$ cat src/tlv_event_field_lookup_assert.svh
// Assertion macros for the event field lookup block.
// Depends on nothing; define NO_ASSERTIONS to leave the checks out.
`ifndef TLV_EVENT_FIELD_LOOKUP_ASSERT_SVH
`define TLV_EVENT_FIELD_LOOKUP_ASSERT_SVH

`ifndef NO_ASSERTIONS
`define TLVEFL_ASSERT_IMP(label, clk, rst_n, ante, cons) \
	label: assert property (@(posedge clk) disable iff (!rst_n) (ante) |-> (cons)) \
		else $error("tlv_event_field_lookup check failed");
`define TLVEFL_ASSERT_NXT(label, clk, rst_n, ante, cons) \
	label: assert property (@(posedge clk) disable iff (!rst_n) (ante) |=> (cons)) \
		else $error("tlv_event_field_lookup check failed");
`else
`define TLVEFL_ASSERT_IMP(label, clk, rst_n, ante, cons)
`define TLVEFL_ASSERT_NXT(label, clk, rst_n, ante, cons)
`endif

`endif

$ cat src/tlvefl_pkg.sv
// Types and constants shared by the event field lookup modules.
// Depends on nothing.
package tlvefl_pkg;

	localparam logic [16:0] SCAN_DONE = 17'h1FFFF;
	localparam logic [15:0] OFFSET_MAX = 16'hFFFF;
	localparam logic [2:0] VALUE_BYTES = 3'd4;

	typedef struct packed {
		logic [7:0] data_byte;
		logic [15:0] wanted_type;
		logic last_byte;
	} in_item_t;

	typedef struct packed {
		logic found;
		logic [31:0] element_value;
		logic [15:0] event_type;
		logic [15:0] event_length;
		logic truncated;
	} out_item_t;

endpackage

$ cat src/tlvefl_scan.sv
// Per-byte header and element scanner with its event state registers.
// Depends on tlvefl_pkg.
module tlvefl_scan (
	input logic clk,
	input logic arst_n,
	input logic advance,
	input tlvefl_pkg::in_item_t item,
	output tlvefl_pkg::out_item_t result,
	output logic at_event_start
);

	logic [15:0] offset_q;
	logic [15:0] declared_q;
	logic [15:0] kind_q;
	logic [15:0] target_q;
	logic [16:0] next_elem_q;
	logic [15:0] elem_type_q;
	logic [15:0] elem_len_q;
	logic match_q;
	logic [31:0] value_q;
	logic [2:0] value_cnt_q;

	logic first;
	logic [15:0] declared_b, kind_b, target_b, elem_type_b, elem_len_b;
	logic [16:0] next_elem_b;
	logic match_b;
	logic [31:0] value_b;
	logic [2:0] value_cnt_b;

	logic [15:0] declared_n, kind_n, elem_type_n, elem_len_n, offset_n;
	logic [16:0] next_elem_n;
	logic match_n;
	logic [31:0] value_n;
	logic [2:0] value_cnt_n;

	logic [15:0] rel;
	logic [17:0] hdr_end;
	logic [17:0] next_sum;
	logic [16:0] received;

	assign first = (offset_q == 16'd0);
	assign at_event_start = first;

	always_comb begin
		declared_b = first ? 16'd0 : declared_q;
		kind_b = first ? 16'd0 : kind_q;
		target_b = first ? item.wanted_type : target_q;
		next_elem_b = first ? 17'd4 : next_elem_q;
		elem_type_b = first ? 16'd0 : elem_type_q;
		elem_len_b = first ? 16'd0 : elem_len_q;
		match_b = first ? 1'b0 : match_q;
		value_b = first ? 32'd0 : value_q;
		value_cnt_b = first ? 3'd0 : value_cnt_q;

		declared_n = declared_b;
		kind_n = kind_b;
		next_elem_n = next_elem_b;
		elem_type_n = elem_type_b;
		elem_len_n = elem_len_b;
		match_n = match_b;
		value_n = value_b;
		value_cnt_n = value_cnt_b;

		rel = offset_q - next_elem_b[15:0];
		hdr_end = {1'b0, next_elem_b} + 18'd4;
		next_sum = {1'b0, next_elem_b} + 18'd4 + {2'b00, elem_len_b[7:0], item.data_byte};

		if (offset_q < 16'd2) begin
			kind_n = {kind_b[7:0], item.data_byte};
		end else if (offset_q < 16'd4) begin
			declared_n = {declared_b[7:0], item.data_byte};
		end else if (offset_q < declared_b) begin
			if (match_b) begin
				if (value_cnt_b < tlvefl_pkg::VALUE_BYTES) begin
					value_n = {value_b[23:0], item.data_byte};
					value_cnt_n = value_cnt_b + 3'd1;
				end
			end else if (next_elem_b != tlvefl_pkg::SCAN_DONE
					&& {1'b0, offset_q} >= next_elem_b) begin
				if (rel == 16'd0 && hdr_end > {2'b00, declared_b}) begin
					next_elem_n = tlvefl_pkg::SCAN_DONE;
				end else if (rel < 16'd2) begin
					elem_type_n = {elem_type_b[7:0], item.data_byte};
				end else if (rel < 16'd4) begin
					elem_len_n = {elem_len_b[7:0], item.data_byte};
					if (rel == 16'd3) begin
						if (elem_type_b == target_b) begin
							match_n = 1'b1;
						end else if (next_sum >= {1'b0, tlvefl_pkg::SCAN_DONE}) begin
							next_elem_n = tlvefl_pkg::SCAN_DONE;
						end else begin
							next_elem_n = next_sum[16:0];
						end
					end
				end
			end
		end

		if (item.last_byte) begin
			offset_n = 16'd0;
		end else if (offset_q != tlvefl_pkg::OFFSET_MAX) begin
			offset_n = offset_q + 16'd1;
		end else begin
			offset_n = offset_q;
		end
	end

	always_comb begin
		received = {1'b0, offset_q} + 17'd1;
		result.found = match_n;
		result.event_type = first ? {kind_n[7:0], 8'h00} : kind_n;
		if (offset_q < 16'd2) begin
			result.event_length = 16'd0;
		end else if (offset_q == 16'd2) begin
			result.event_length = {declared_n[7:0], 8'h00};
		end else begin
			result.event_length = declared_n;
		end
		result.truncated = (offset_q < 16'd3) || (received < {1'b0, result.event_length});
		result.element_value = 32'd0;
		if (match_n) begin
			case (value_cnt_n)
				3'd4: result.element_value = value_n;
				3'd3: result.element_value = {value_n[23:0], 8'h00};
				3'd2: result.element_value = {value_n[15:0], 16'h0000};
				3'd1: result.element_value = {value_n[7:0], 24'h000000};
				default: result.element_value = 32'd0;
			endcase
		end
	end

	always_ff @(posedge clk or negedge arst_n) begin
		if (!arst_n) begin
			offset_q <= 16'd0;
			declared_q <= 16'd0;
			kind_q <= 16'd0;
			target_q <= 16'd0;
			next_elem_q <= 17'd0;
			elem_type_q <= 16'd0;
			elem_len_q <= 16'd0;
			match_q <= 1'b0;
			value_q <= 32'd0;
			value_cnt_q <= 3'd0;
		end else if (advance) begin
			offset_q <= offset_n;
			declared_q <= declared_n;
			kind_q <= kind_n;
			target_q <= target_b;
			next_elem_q <= next_elem_n;
			elem_type_q <= elem_type_n;
			elem_len_q <= elem_len_n;
			match_q <= match_n;
			value_q <= value_n;
			value_cnt_q <= value_cnt_n;
		end
	end

endmodule

$ cat src/tlvefl_out_reg.sv
// Result register that holds one finished item until the receiver takes it.
// Depends on tlvefl_pkg.
module tlvefl_out_reg (
	input logic clk,
	input logic arst_n,
	input logic load,
	input tlvefl_pkg::out_item_t d,
	output logic can_load,
	output logic result_valid,
	input logic result_stall,
	output tlvefl_pkg::out_item_t result_item
);

	logic valid_q;
	tlvefl_pkg::out_item_t item_q;

	assign can_load = !valid_q || !result_stall;
	assign result_valid = valid_q;
	assign result_item = item_q;

	always_ff @(posedge clk or negedge arst_n) begin
		if (!arst_n) begin
			valid_q <= 1'b0;
		end else if (can_load) begin
			valid_q <= load;
		end
	end

	always_ff @(posedge clk) begin
		if (can_load && load) begin
			item_q <= d;
		end
	end

endmodule

$ cat src/tlv_event_field_lookup.sv
// Event field lookup top level: input register, byte scanner, result register.
// An accepted item is scanned from the input register; the result of its last byte is
// loaded into the result register and held there until the receiver takes it.
// Throughput: one item per cycle; a last byte waits only while the previous result
// is still stalled in the result register.
// Reset clears the valid flags and the scanner state; the first byte after reset starts a new event.
// Depends on tlvefl_pkg, tlvefl_scan, tlvefl_out_reg and the assertion header.
`include "tlv_event_field_lookup_assert.svh"

module tlv_event_field_lookup (
	input logic clk,
	input logic arst_n,
	input logic byte_valid,
	output logic byte_stall,
	input tlvefl_pkg::in_item_t byte_item,
	output logic result_valid,
	input logic result_stall,
	output tlvefl_pkg::out_item_t result_item
);

	logic valid_s1;
	tlvefl_pkg::in_item_t item_s1;
	logic advance;
	logic can_load;
	logic load;
	logic at_event_start;
	logic result_found;
	logic length_ok;
	tlvefl_pkg::out_item_t scan_result;

	assign advance = valid_s1 && (!item_s1.last_byte || can_load);
	assign load = advance && item_s1.last_byte;
	assign byte_stall = valid_s1 && !advance;
	assign result_found = result_valid && result_item.found;
	assign length_ok = (result_item.event_length >= 16'd8);

	always_ff @(posedge clk or negedge arst_n) begin
		if (!arst_n) begin
			valid_s1 <= 1'b0;
		end else if (!byte_stall) begin
			valid_s1 <= byte_valid;
		end
	end

	always_ff @(posedge clk) begin
		if (byte_valid && !byte_stall) begin
			item_s1 <= byte_item;
		end
	end

	tlvefl_scan u_scan (
		.clk(clk),
		.arst_n(arst_n),
		.advance(advance),
		.item(item_s1),
		.result(scan_result),
		.at_event_start(at_event_start)
	);

	tlvefl_out_reg u_out (
		.clk(clk),
		.arst_n(arst_n),
		.load(load),
		.d(scan_result),
		.can_load(can_load),
		.result_valid(result_valid),
		.result_stall(result_stall),
		.result_item(result_item)
	);

	`TLVEFL_ASSERT_NXT(a_restart_after_last, clk, arst_n, load, at_event_start)
	`TLVEFL_ASSERT_IMP(a_no_stall_when_empty, clk, arst_n, !valid_s1, !byte_stall)
	`TLVEFL_ASSERT_IMP(a_found_needs_length, clk, arst_n, result_found, length_ok)

endmodule

$ cat config.mk
export PLATFORM = sky130hd
export DESIGN_NAME = tlv_event_field_lookup
export DESIGN_NICKNAME = d
export VERILOG_FILES = /design/src/tlvefl_pkg.sv /design/src/tlvefl_scan.sv /design/src/tlvefl_out_reg.sv /design/src/tlv_event_field_lookup.sv
export VERILOG_INCLUDE_DIRS = /design/src /design/src/src
export SDC_FILE = /design/constraint.sdc
export NUM_CORES = 1
export LEC_CHECK = 0
export BUFFER_PORTS_ARGS = -buffer_cell sky130_fd_sc_hd__buf_2
export CORE_MARGIN = 2
export CORE_UTILIZATION = 38
export DETAILED_ROUTE_END_ITERATION = 10
export PLACE_DENSITY = 0.62
export SLEW_MARGIN = 20
export SYNTH_ARGS = -nofsm -noshare
export SYNTH_HDL_FRONTEND = slang
export SYNTH_SLANG_ARGS = --single-unit
export TNS_END_PERCENT = 100
$ cat constraint.sdc
create_clock -name clk -period 6.7 [get_ports clk]
set_clock_uncertainty 0.2 [all_clocks]
set_input_delay 0.335 -clock clk [delete_from_list [all_inputs] [get_ports clk]]
set_output_delay 0.335 -clock clk [all_outputs]
set_load 0.02 [all_outputs]
Word level (Yosys, flattened, before mapping)
Cells that the tools add are included.
- div/mod/pow operators: 0
- $mul: 0
- $lt $le $gt $ge: 11
- $add $sub $neg: 6
- reductions and logical operators: 19
- multiplexer cells: 64
- equal/unequal tests: 9
- bitwise gates (word level): 0
- shift-type cells: 0
- operators by type and width (kind ; count):
    16-bit 2-to-1 mux ; 28
    17-bit 2-to-1 mux ; 12
    32-bit 2-to-1 mux ; 6
    32-bit one-hot mux with 4 select lines ; 1
    16-bit by 2-bit < comparator with 1-bit output (second input constant) ; 3
    16-bit by 2-bit == test with 1-bit output (second input constant) ; 2
    16-bit zero test ; 2
    16-bit by 3-bit < comparator with 1-bit output (second input constant) ; 2
    17-bit by 3-bit adder with 18-bit output (second input constant) ; 1
    18-bit by 16-bit adder with 18-bit output ; 1
    18-bit by 17-bit >= comparator with 1-bit output (second input constant) ; 1
    18-bit by 16-bit greater-than comparator with 1-bit output ; 1
    3-bit 2-to-1 mux ; 6
    16-bit by 1-bit adder with 17-bit output (second input constant) ; 1
    16-bit by 17-bit >= comparator with 1-bit output ; 1
    17-bit by 16-bit < comparator with 1-bit output ; 1
    17-bit inequality test (second input constant) ; 1
    16-bit by 1-bit adder with 16-bit output (second input constant) ; 1
    16-bit == test ; 1
    16-bit < comparator ; 1
    16-bit inequality test (second input constant) ; 1
    16-bit subtractor ; 1
    1-bit 2-to-1 mux ; 11
    1-bit logical AND ; 7
    9 further kinds ; 16
- bits in read-only memories: 0
- output and inout port bits: 68
- logic and storage cells: 130
- input port bits: 29
- bits in registers: 242
- latch bits: 0
- memories kept: 0
- RAM bits: 0

Longest topological paths before layout
Gate-level depths: netlist of run 1.
- depth after elaboration: 16
- mapped depth: 22

Modules after synthesis
Synthesis of run 1 repeated with hierarchy kept, for this count alone.
- cells, all modules: 1607
- area total of the unflattened synthesis: 14744.1 sq um
- by module, submodules not included (module ; seq. area each (sq um) ; area an instance (sq um) ; times used ; cells an instance):
    tlvefl_scan ; 3528.4 ; 11883.9 ; 1 ; 1503
    tlvefl_out_reg ; 2006.9 ; 2029.4 ; 1 ; 70
    tlv_event_field_lookup ; 775.7 ; 830.8 ; 1 ; 34

Worst setup path after synthesis of run 1
No wires, ideal clock.
- path type: flip-flop to flip-flop
- start: register u_scan.offset_q[1]
- end: register u_scan.elem_type_q[3]
- period minus slack after synthesis: 5.483 ns
- required time: 6.379 ns
- setup slack: 1.217 ns
- buffers on the path: 5
- cell stages (with the launch flop): 23
- arrival time: 5.162 ns
- path through: dfrtp_1 inv_1 ha_1 nor3b_1 nand4_1 clkbuf_1 buf_1 clkbuf_1 nand2_1 ha_1 clkbuf_1 o21a_1 nand4b_1 o221ai_1 a41oi_1 xnor2_1 or4b_1 nor4_4 nand3_2 nor3b_2 o21ai_2 buf_2 a22o_1
- cells in the longest elaborated chain, start to end: 11
- elaborated cells between the ends (all ways): 24
- those cells by class: 2 x add/sub; 6 x order compare; 1 x eq/ne; 11 x mux; 4 x reduce/logical
- ends and longest elaborated chain (item ; line ; source):
    start, declared ; tlvefl_scan.sv:12 ; logic [15:0] offset_q;
    start signal, assigned ; tlvefl_scan.sv:145 ; offset_q <= offset_n;
    16-bit zero test ; tlvefl_scan.sv:41 ; assign first = (offset_q == 16'd0);
    17-bit 2-to-1 mux ; tlvefl_scan.sv:48 ; next_elem_b = first ? 17'd4 : next_elem_q;
    16-bit subtractor or 17-bit by 3-bit adder with 18-bit output (tied branches) ; tlvefl_scan.sv:64, tlvefl_scan.sv:65 ;
    16-bit by 2-bit < comparator with 1-bit output, or another cell as far along ; tlvefl_scan.sv:82 ; end else if (rel < 16'd2) begin
    16-bit 2-to-1 mux or 1-bit logical AND (tied branches) ; tlvefl_scan.sv:82, tlvefl_scan.sv:80 ;
    16-bit 2-to-1 mux ; tlvefl_scan.sv:80 ; if (rel == 16'd0 && hdr_end > {2'b00, declared_b}) begin
    16-bit 2-to-1 mux ; tlvefl_scan.sv:78 ; end else if (next_elem_b != tlvefl_pkg::SCAN_DONE
    16-bit 2-to-1 mux ; tlvefl_scan.sv:73 ; if (match_b) begin
    16-bit 2-to-1 mux ; tlvefl_scan.sv:72 ; end else if (offset_q < declared_b) begin
    16-bit 2-to-1 mux ; tlvefl_scan.sv:70 ; end else if (offset_q < 16'd4) begin
    16-bit 2-to-1 mux (*) ; tlvefl_scan.sv:68 ; if (offset_q < 16'd2) begin
    end signal, assigned ; tlvefl_scan.sv:150 ; elem_type_q <= elem_type_n;
    end, declared ; tlvefl_scan.sv:17 ; logic [15:0] elem_type_q;
Every way passes the cells marked *; elsewhere a longest branch is shown, timed or not.
A chain may end at the register's enable or synchronous reset.

Worst setup path in the final report of run 1
- start: register u_scan.offset_q[0]
- end: register u_scan.elem_type_q[14]
Same word-level chain as after synthesis.

==> results_dict.tcl, run 1 <==
set metrics [dict create \
    diodes 0 \
    synth_edf_count 91 \
    fin_ws_ps 669.7 \
    crit_chain "inv_2, ha_1, nor3b_1, nand4_1, buf_4, and2_1, ha_1, inv_1, fa_1, or2_2, a31oi_4, xnor2_1, a311oi_1, or4b_1, nor4_4, nand3_2, nor2_1, a22o_1" \
    setup_violations 0 \
    nNetsFinal 1781 \
    hpwl_um 30040 \
    crit_family "simple AND/OR/NAND/NOR gates" \
    fin_cells 2161 \
    rows 70 \
    cts_tree "built" \
    yosys-top-cells-count "nand2_1, dfrtp_1, nor2_1" \
    p_comb_share_pct 25.0 \
    holdWs_ps 174.8 \
    final_max_slew_viol_count 0 \
    synth_ff_type "dfrtp_1" \
    ir_drop_mv 0.2296 \
    grt_usage_pct 21.50 \
    dp.cells 2080 \
    max-cap-violations 0 \
    cts_setup_buffers 0 \
    overflow 0 \
    yosysMostFrequentCell "nand2_1" \
    ant_nets 0 \
    dpl_worst_slack_ps 785.3 \
    power.density_nw_per_um2 272.9 \
    critPathLaunchType "register" \
    path_clk_slew_ps 60 \
    swShare_pct 33.10 \
    arrival_ps 6320 \
    dieArea_sq_um 39120 \
    wl_per_cell_um 19.56 \
    vias_per_cell 5.739 \
    start_util_pct 38.80 \
    gp_congestion 0.9197 \
    critPathMaxStageDelay_ps 790 \
    routed_wl_um 42270 \
    finalHoldViolCount 0 \
    fmax_mhz 165.8 \
    worstSetupPathDepth 18 \
    rr_worst_depth 18 \
    cts_buffers 28 \
    period_share_pct 90.00 \
    setup_tns_ps 0 \
    coreArea_sq_um 36790 \
    syn2layout_area_growth_pct 15.80 \
    ioPinCount 97 \
    hold_class "input pin to async pin" \
    die_w_um 197.8 \
    worst-path-max-fanout 27 \
    crit_slowest_cell "nor2_1" \
    antenna_found_initial 0 \
    worstPathRequired_ps 6990 \
    critPathKind "register to register" \
    synth_fp_nets 1680 \
    clockBufferDepth 3 \
    grt_pass1_wl_um 66560 \
    synthCells 1570 \
    ys_ff_latch 234 \
    status "complete, no violations" \
    critPathBufInv 3 \
    netlist_area_sq_um 14270 \
    grt_pass1_vias 11790 \
    seqPwrFrac_pct 40.6 \
    yosys.area.top_type_share_pct 25.07 \
    drc_errors 0 \
    drtIter0Drc 1130 \
    cts.sinks 234 \
    ys_async_sr_fraction_pct 61.11 \
    ys_seq_area_share_pct 44.22 \
    yosysWarnings 0 \
    clk_latency_ps 570 \
    root_buffer "clkbuf_16" \
    end_kind "register" \
    route.vias.total 12400 \
    p_sw_mw 1.493 \
    firstDrtPassIters 6 \
    layout-drive-gt1-share_pct 11.93 \
    synth.distinct_cells 80 \
    htree_num_levels 1 \
    p_leak_nw 7.276 \
    p_clk_share_pct 34.4 \
    grt_max_degree 75 \
    rsz0062_at_grt "false" \
    slew_headroom_pct 29.38 \
    io_buffers 96 \
    crit_top_cell "ha_1" \
    min_period_ps 6030 \
    netlist_top_cells_area "dfrtp_1, edfxtp_1, nand2_1, ha_1, nor2_1" \
    synth_top_cell_by_area "dfrtp_1" \
    tightestPinTransition_ps 1052 \
    p_int_mw 3.017 \
    syn_area_per_cell_sq_um 9.090 \
    die_h_um 197.8 \
]
## power groups by stage
stage | sequential [mW] | clock, mW | combinational, mW
finish | 1.83 | 1.55 | 1.13
CTS | 1.83 | 1.58 | 1.12
detailed placement | 1.86 | 0 | 1.10
global route | 1.85 | 1.64 | 1.25
floorplan | 1.85 | 0 | 0.742
global placement | 1.86 | 0 | 1.08
## worst reg2reg max path, stage by stage, from the launching register on
cell and delay [ps]:
dfrtp_1 480, inv_2 160, ha_1 280, nor3b_1 190
nand4_1 120, buf_4 310, and2_1 230, ha_1 190
inv_1 50, fa_1 430, or2_2 360, a31oi_4 260
xnor2_1 110, a311oi_1 310, or4b_1 530, nor4_4 470
nand3_2 230, nor2_1 790, a22o_1 240
## placed cells by master, fill, tap and decap left out, drive strengths merged, types with 42 or more instances in the layout
cell,instances
nand2,285
dfrtp,143
nor2,137
buf,131
edfxtp,91
o21ai,91
a21oi,79
ha,79
nand3,71
xnor2,45
inv,42
## through the flow
step / util (%) / power [mW] / instance area (sq um)
5_1_grt: 44.93 / 4.740 / 16530
2_1_floorplan: - / 2.594 / 14270
4_1_cts: 44.92 / 4.530 / 16520
6_report: 44.93 / 4.510 / 16530
3_3_place_gp: 41.54 / 2.940 / 15280
3_5_place_dp: 41.54 / 2.952 / 15280
## sequential cells by signal, indices dropped and copies added, names as in the netlist
| signal | cells |
|---|---|
| u_scan.match_q | 1 |
| valid_s1 | 1 |
| u_scan.offset_q | 16 |
| u_scan.kind_q | 16 |
| u_scan.target_q | 16 |
| u_scan.declared_q | 16 |
| u_out.result_valid | 1 |
| u_scan.value_cnt_q | 3 |
| u_scan.next_elem_q | 17 |
| item_s1 | 25 |
| u_scan.elem_type_q | 16 |
| u_scan.elem_len_q | 8 |
| u_scan.value_q | 32 |
| u_out.result_item | 66 |
## cells by family (layout without fill, tap and decap cells)
| kind of cell | count (synthesis) | count (layout) | share of synthesized area, % |
|---|---|---|---|
| buffers and inverters | 129 | 252 | 3.437 |
| DFF | 234 | 234 | 44.22 |
| and+or+nand+nor | 643 | 643 | 20.78 |
| adders and majority gates | 81 | 81 | 7.207 |
| xor gates and xnor gates | 69 | 69 | 4.340 |
| muxes | 18 | 18 | 1.280 |
| AOI/OAI and AO/OA | 396 | 396 | 18.74 |
## final timing paths
path / startpoint / end / slack, ps
max reg2reg: u_scan.offset_q[0] / u_scan.elem_type_q[14] / 670
min reg2reg: item_s1[11] / u_scan.target_q[10] / 270
min in group clk: item_s1[11] / u_scan.target_q[10] / 270
max: u_scan.offset_q[0] / u_scan.elem_type_q[14] / 670
max in group asynchronous: arst_n / u_scan.offset_q[4] / 4680
min: arst_n / u_scan.offset_q[13] / 170
## layer usage
| metal | routed length, um | GRT usage (%) | share of wire [%] |
|---|---|---|---|
| met4 | 994 | 5.375 | 2.4 |
| met2 | 19150 | 34.36 | 45 |
| met1 | 19450 | 30.78 | 46 |
| met5 | 0 | 0 | 0 |
| met3 | 2673 | 2.896 | 6.3 |
## repair_timing
action	in CTS	in global routing
hold endpoints to repair	100	0
gates resized for setup	0	0
hold buffers	29	0
## final cells by class
cell class / count / area (sq um)
repair buffers: 160 / 1040
flip-flops and latches: 234 / 6311
clock buffers: 34 / 723.2
fillers: 3487 / 20260
clock inverters: 18 / 226.5
inverters: 40 / 150.1
multi-input cells: 1207 / 7490
well taps: 468 / 585.6
Power figures use the tool's default switching activity.
==> run 2: changes to the inputs <==
--- a/config.mk
+++ b/config.mk
@@ -7,10 +7,12 @@
 export NUM_CORES = 1
 export LEC_CHECK = 0
 export BUFFER_PORTS_ARGS = -buffer_cell sky130_fd_sc_hd__buf_2
+export CELL_PAD_IN_SITES_DETAIL_PLACEMENT = 0
+export CELL_PAD_IN_SITES_GLOBAL_PLACEMENT = 1
 export CORE_MARGIN = 2
 export CORE_UTILIZATION = 38
 export DETAILED_ROUTE_END_ITERATION = 10
-export PLACE_DENSITY = 0.62
+export PLACE_DENSITY = 0.75
 export SLEW_MARGIN = 20
 export SYNTH_ARGS = -nofsm -noshare
 export SYNTH_HDL_FRONTEND = slang
==> results_dict.tcl, run 2 (same netlist as run 1, synthesis figures left out) <==
set metrics [dict create \
    status "complete, no violations" \
    max-cap-violations 0 \
    grt_usage_pct 22.14 \
    critPathLaunchType "register" \
    gp_congestion 0.9725 \
    fmax_mhz 161.1 \
    diodes 0 \
    overflow 0 \
    crit_chain "inv_2, ha_1, nor3b_1, nand4_1, nand2_1, ha_1, nor2b_1, o311a_1, a211o_1, a311oi_1, or4b_1, nor4_4, nand4_1, nand2_1, o21ai_1, buf_4, nor2_1" \
    nNetsFinal 1789 \
    min_period_ps 6209 \
    layout-drive-gt1-share_pct 11.99 \
    slew_headroom_pct 26.70 \
    cts_resized 0 \
    clockBufferDepth 3 \
    rsz0062_at_grt "false" \
    crit_slowest_cell "nand4_1" \
    crit_family "simple AND/OR/NAND/NOR gates" \
    cts_buffers 28 \
    fin_cells 2169 \
    finalHoldViolCount 0 \
    hpwl_um 30410 \
    tightestPinTransition_ps 1092 \
    critPathMaxStageDelay_ps 610 \
    power.density_nw_per_um2 268.8 \
    htree_num_levels 1 \
    clk_latency_ps 570 \
    worstPathRequired_ps 6920 \
    grt_pass1_wl_um 67520 \
    start_util_pct 38.80 \
    grt_max_degree 74 \
    drtIter0Drc 1144 \
    period_share_pct 92.67 \
    grt_pass1_vias 11780 \
    coreArea_sq_um 36790 \
    routed_wl_um 42940 \
    ant_nets 0 \
    end_kind "register" \
    cts.sinks 234 \
    final_max_slew_viol_count 0 \
    ioPinCount 97 \
    final_cell_mix "nand2_1, dfrtp_1, nor2_1" \
    root_buffer "clkbuf_16" \
    p_leak_nw 7.287 \
    die_w_um 197.8 \
    dieArea_sq_um 39120 \
    critPathKind "register to register" \
    arrival_ps 6430 \
    dp.cells 2088 \
    drc_errors 0 \
    antenna_found_initial 0 \
    largest_reg_flops 66 \
    hold_class "input pin to async pin" \
    layout_commonest_cell "nand2_1" \
    syn2layout_area_growth_pct 15.72 \
    ir_drop_mv 0.2082 \
    critPathBufInv 2 \
    io_buffers 96 \
    vias_per_cell 5.698 \
    worst-path-max-fanout 24 \
    setup_tns_ps 0 \
    path_clk_slew_ps 60 \
    rows 70 \
    route.vias.total 12360 \
    wl_per_cell_um 19.80 \
    firstDrtPassIters 5 \
    cts_tree "built" \
    die_h_um 197.8 \
    setup_violations 0 \
]
[run 2: cell types whose count changed in the layout (fill, tap and decap cells not counted), sizes merged]
cell      previous run  this run
buf                131       139
clkinv               9        16
bufinv               4         2
clkinvlp             3         1
inv                 42        40
clkbuf              34        33
[run 2: power breakdown]
group	internal, mW	leakage, nW	switching, mW
logic	0.409	4.09	0.725
clock network	0.849	0.425	0.619
registers	1.69	2.77	0.149
[run 2: final cells by class]
class,instances,area (sq um)
Tap cell,468,585.6
Clock inverter,19,148.9
Timing Repair Buffer,168,1100
Inverter,40,150.1
Multi-Input combinational cell,1207,7490
Clock buffer,33,729.5
Fill cell,3589,20270
Sequential cell,234,6311
[run 2: what timing repair did]
item / in CTS / in global routing
buffers inserted: 0 / 0
hold buffers: 29 / 0
endpoints found under the setup margin: 0 / 0
hold endpoints to repair: 99 / 0
[run 2: path summary, 6_finish.rpt]
path                                    startpoint                     to  slack, ps  depth (start not counted)
worst max-delay path            u_scan.offset_q[0]  u_out.result_item[47]        490                         17
max in group asynchronous                   arst_n      u_scan.value_q[6]       4690                          3
min in group clk                     byte_item[17]            item_s1[17]        270                          2
worst max register to register  u_scan.offset_q[0]  u_out.result_item[47]        490                         17
worst min-delay path                        arst_n  u_scan.next_elem_q[7]        170                          2
worst min register to register          item_s1[5]     u_scan.target_q[4]        280                          2
[run 2: per-stage QoR]
step | power [mW] | util [%] | hold slack (ps) | area [sq um] | setup slack (ps)
CTS | 4.472 | 44.88 | 199.9 | 16510 | 585.5
finish | 4.439 | 44.89 | 171.7 | 16510 | 490.9
global route | 4.673 | 44.89 | 230.9 | 16510 | 35.78
floorplan | 2.594 | - | -160.6 | 14270 | 1217
detailed placement | 2.972 | 41.71 | 241.8 | 15340 | 621.2
global placement | 2.958 | 41.71 | 241.6 | 15340 | 698.6
[run 2: metal layers]
metal,track usage (%),vias to the layer above,part of all wire (%)
met3,3.764,86,6.5
met2,33.49,439,43
met4,8.215,0,3.6
met5,0,-,0
li1,-,5903,-
met1,31.71,5930,47
[run 2: worst register-to-register path, stage by stage, from the launching register on]
cell      delay, ps
dfrtp_1         460
inv_2           220
ha_1            260
nor3b_1         390
nand4_1         610
nand2_1         380
ha_1            290
nor2b_1         170
o311a_1         300
a211o_1         370
a311oi_1        380
or4b_1          530
nor4_4          420
nand4_1         280
nand2_1         300
o21ai_1         100
buf_4           230
nor2_1          170
==> run 3: changes to the inputs <==
--- a/config.mk
+++ b/config.mk
@@ -9,6 +9,7 @@
 export BUFFER_PORTS_ARGS = -buffer_cell sky130_fd_sc_hd__buf_2
 export CELL_PAD_IN_SITES_DETAIL_PLACEMENT = 0
 export CELL_PAD_IN_SITES_GLOBAL_PLACEMENT = 1
+export CORE_ASPECT_RATIO = 0.8
 export CORE_MARGIN = 2
 export CORE_UTILIZATION = 38
 export DETAILED_ROUTE_END_ITERATION = 10
==> results_dict.tcl, run 3 (same netlist as run 1, synthesis figures left out) <==
set metrics [dict create \
    period_share_pct 89.21 \
    p_int_mw 2.926 \
    swShare_pct 33.97 \
    tightestPinTransition_ps 1054 \
    seq_area_sq_um 6311 \
    reg2reg_from "u_scan.offset_q[0]" \
    antenna_found_initial 0 \
    fin_ws_ps 723.2 \
    htree_num_levels 1 \
    critPathKind "register to register" \
    arrival_ps 6160 \
    hold_class "input pin to async pin" \
    start_util_pct 38.52 \
    diodes 0 \
    final_max_slew_viol_count 0 \
    setup_tns_ps 0 \
    end_kind "register" \
    setup_violations 0 \
    root_buffer "clkbuf_16" \
    die_w_um 220.7 \
    p_sw_mw 1.506 \
    crit_path_start "u_scan.offset_q[0]" \
    dpl_cell_area_sq_um 15350 \
    p_clk_share_pct 32.8 \
    worstReg2RegEnd "u_scan.next_elem_q[15]" \
    seqPwrFrac_pct 41.5 \
    syn2layout_area_growth_pct 15.61 \
    ant_nets 0 \
    worstPathRequired_ps 6890 \
    largest_reg_flops 66 \
    dpl_worst_slack_ps 916.8 \
    cts.sinks 234 \
    rr_worst_depth 20 \
    grt_pass1_vias 11690 \
    route.vias.total 12450 \
    ff2ff_setup_slack_ps 720 \
    power.density_nw_per_um2 268.6 \
    ir_drop_mv 0.2035 \
    status "complete, no violations" \
    slew_headroom_pct 29.18 \
    grt_usage_pct 21.99 \
    clk_latency_ps 560 \
    hpwl_um 30810 \
    drc_errors 0 \
    cts_buffers 25 \
    dp.cells 2105 \
    multiInputGateArea_sq_um 7496 \
    gp_congestion 0.8983 \
    layout_commonest_cell "nand2_1" \
    grtUsageMet2_pct 32.46 \
    die_h_um 177.3 \
    overflow 0 \
    cts_tree "built" \
    fin_cells 2180 \
    p_comb_share_pct 25.7 \
    fmax_mhz 167.3 \
    io_buffers 96 \
    grt_max_degree 81 \
    grt_util_met1_pct 33.96 \
    vias_per_cell 5.712 \
    drtIter0Drc 1226 \
    grtUsageMet3_pct 3.342 \
    wl_per_cell_um 19.85 \
    clockBufferDepth 3 \
    p_leak_nw 7.270 \
    fin_area_sq_um 16500 \
    rows 63 \
    rsz0062_at_grt "false" \
    nFillCells 3578 \
    dieArea_sq_um 39130 \
    layout-drive-gt1-share_pct 12.23 \
    cts_resized 0 \
    worst-path-max-fanout 17 \
    routed_wl_um 43270 \
    critPathLaunchType "register" \
    min_period_ps 5977 \
    coreArea_sq_um 37050 \
    finalHoldViolCount 0 \
    grt_pass1_wl_um 67090 \
    max-cap-violations 0 \
    busiest_layer "met1" \
    final_cell_mix "nand2_1, dfrtp_1, nor2_1" \
    path_clk_slew_ps 70 \
    ioPinCount 97 \
    firstDrtPassIters 6 \
    nNetsFinal 1784 \
]
[run 3: changes by cell type in the layout (fill, tap and decap cells not counted), sizes merged]
| cell | previous run | this run |
|---|---|---|
| clkbuf | 33 | 32 |
| buf | 139 | 137 |
| clkinv | 16 | 7 |
| bufinv | 2 | 3 |
| inv | 40 | 43 |
[run 3: worst max path at each step]
stage | to | slack [ps] | cells past startpoint
after global placement | u_out.result_item[55] | 1030 | 20
after floorplan | u_scan.elem_type_q[3] | 1220 | 22
after CTS | u_scan.next_elem_q[13] | 860 | 20
final | u_scan.next_elem_q[15] | 720 | 20
after detailed placement | u_scan.next_elem_q[13] | 920 | 20
after global routing | u_scan.next_elem_q[13] | 320 | 20
[run 3: worst max-delay path, stage by stage (launching register included)]
cell	delay, ps
dfrtp_1	470
inv_2	210
ha_1	260
nor3b_1	420
nand4_1	150
buf_4	220
and2_1	210
ha_1	210
inv_1	70
fa_1	240
nand2b_1	130
a21oi_1	90
o221ai_1	380
a41oi_1	190
xnor2_1	170
or4b_1	520
nor4_4	480
and2_1	390
nand4b_1	340
a211oi_1	360
nor3_1	70
[run 3: timing repair]
item / CTS / global route
endpoints found under the setup margin: 0 / 0
endpoints found under the hold margin: 106 / 0
hold buffers: 29 / 0
buffers inserted: 0 / 0
[run 3: cell type report]
type / instances / area share [%]
multi-input cells: 1207 / 45.43
inverters: 40 / 0.9100
clock inverters: 14 / 1.069
repair buffers: 166 / 6.575
clock buffers: 32 / 4.072
well taps: 487 / 3.693
flip-flops and latches: 234 / 38.25
[run 3: power by group through the flow]
stage	combinational, mW	clock [mW]	sequential [mW]
3_5_place_dp	1.11	0	1.86
4_1_cts	1.13	1.48	1.84
5_1_grt	1.26	1.54	1.86
2_1_floorplan	0.742	0	1.85
6_report	1.14	1.45	1.84
3_3_place_gp	1.10	0	1.86
[run 3: layer usage]
metal | routed length (um) | share of wire (%)
met5 | 0 | 0
met4 | 682 | 1.6
met3 | 2924 | 6.8
met2 | 18470 | 43
met1 | 21200 | 49
[run 3: metrics by stage]
step / hold WS, ps / power, mW / util [%]
after floorplan: -160.6 / 2.594 / -
after global placement: 262.3 / 2.954 / 41.44
after detailed placement: 262.3 / 2.972 / 41.45
after CTS: 245.7 / 4.448 / 44.52
after global routing: 288.1 / 4.658 / 44.54
final: 217.6 / 4.432 / 44.54
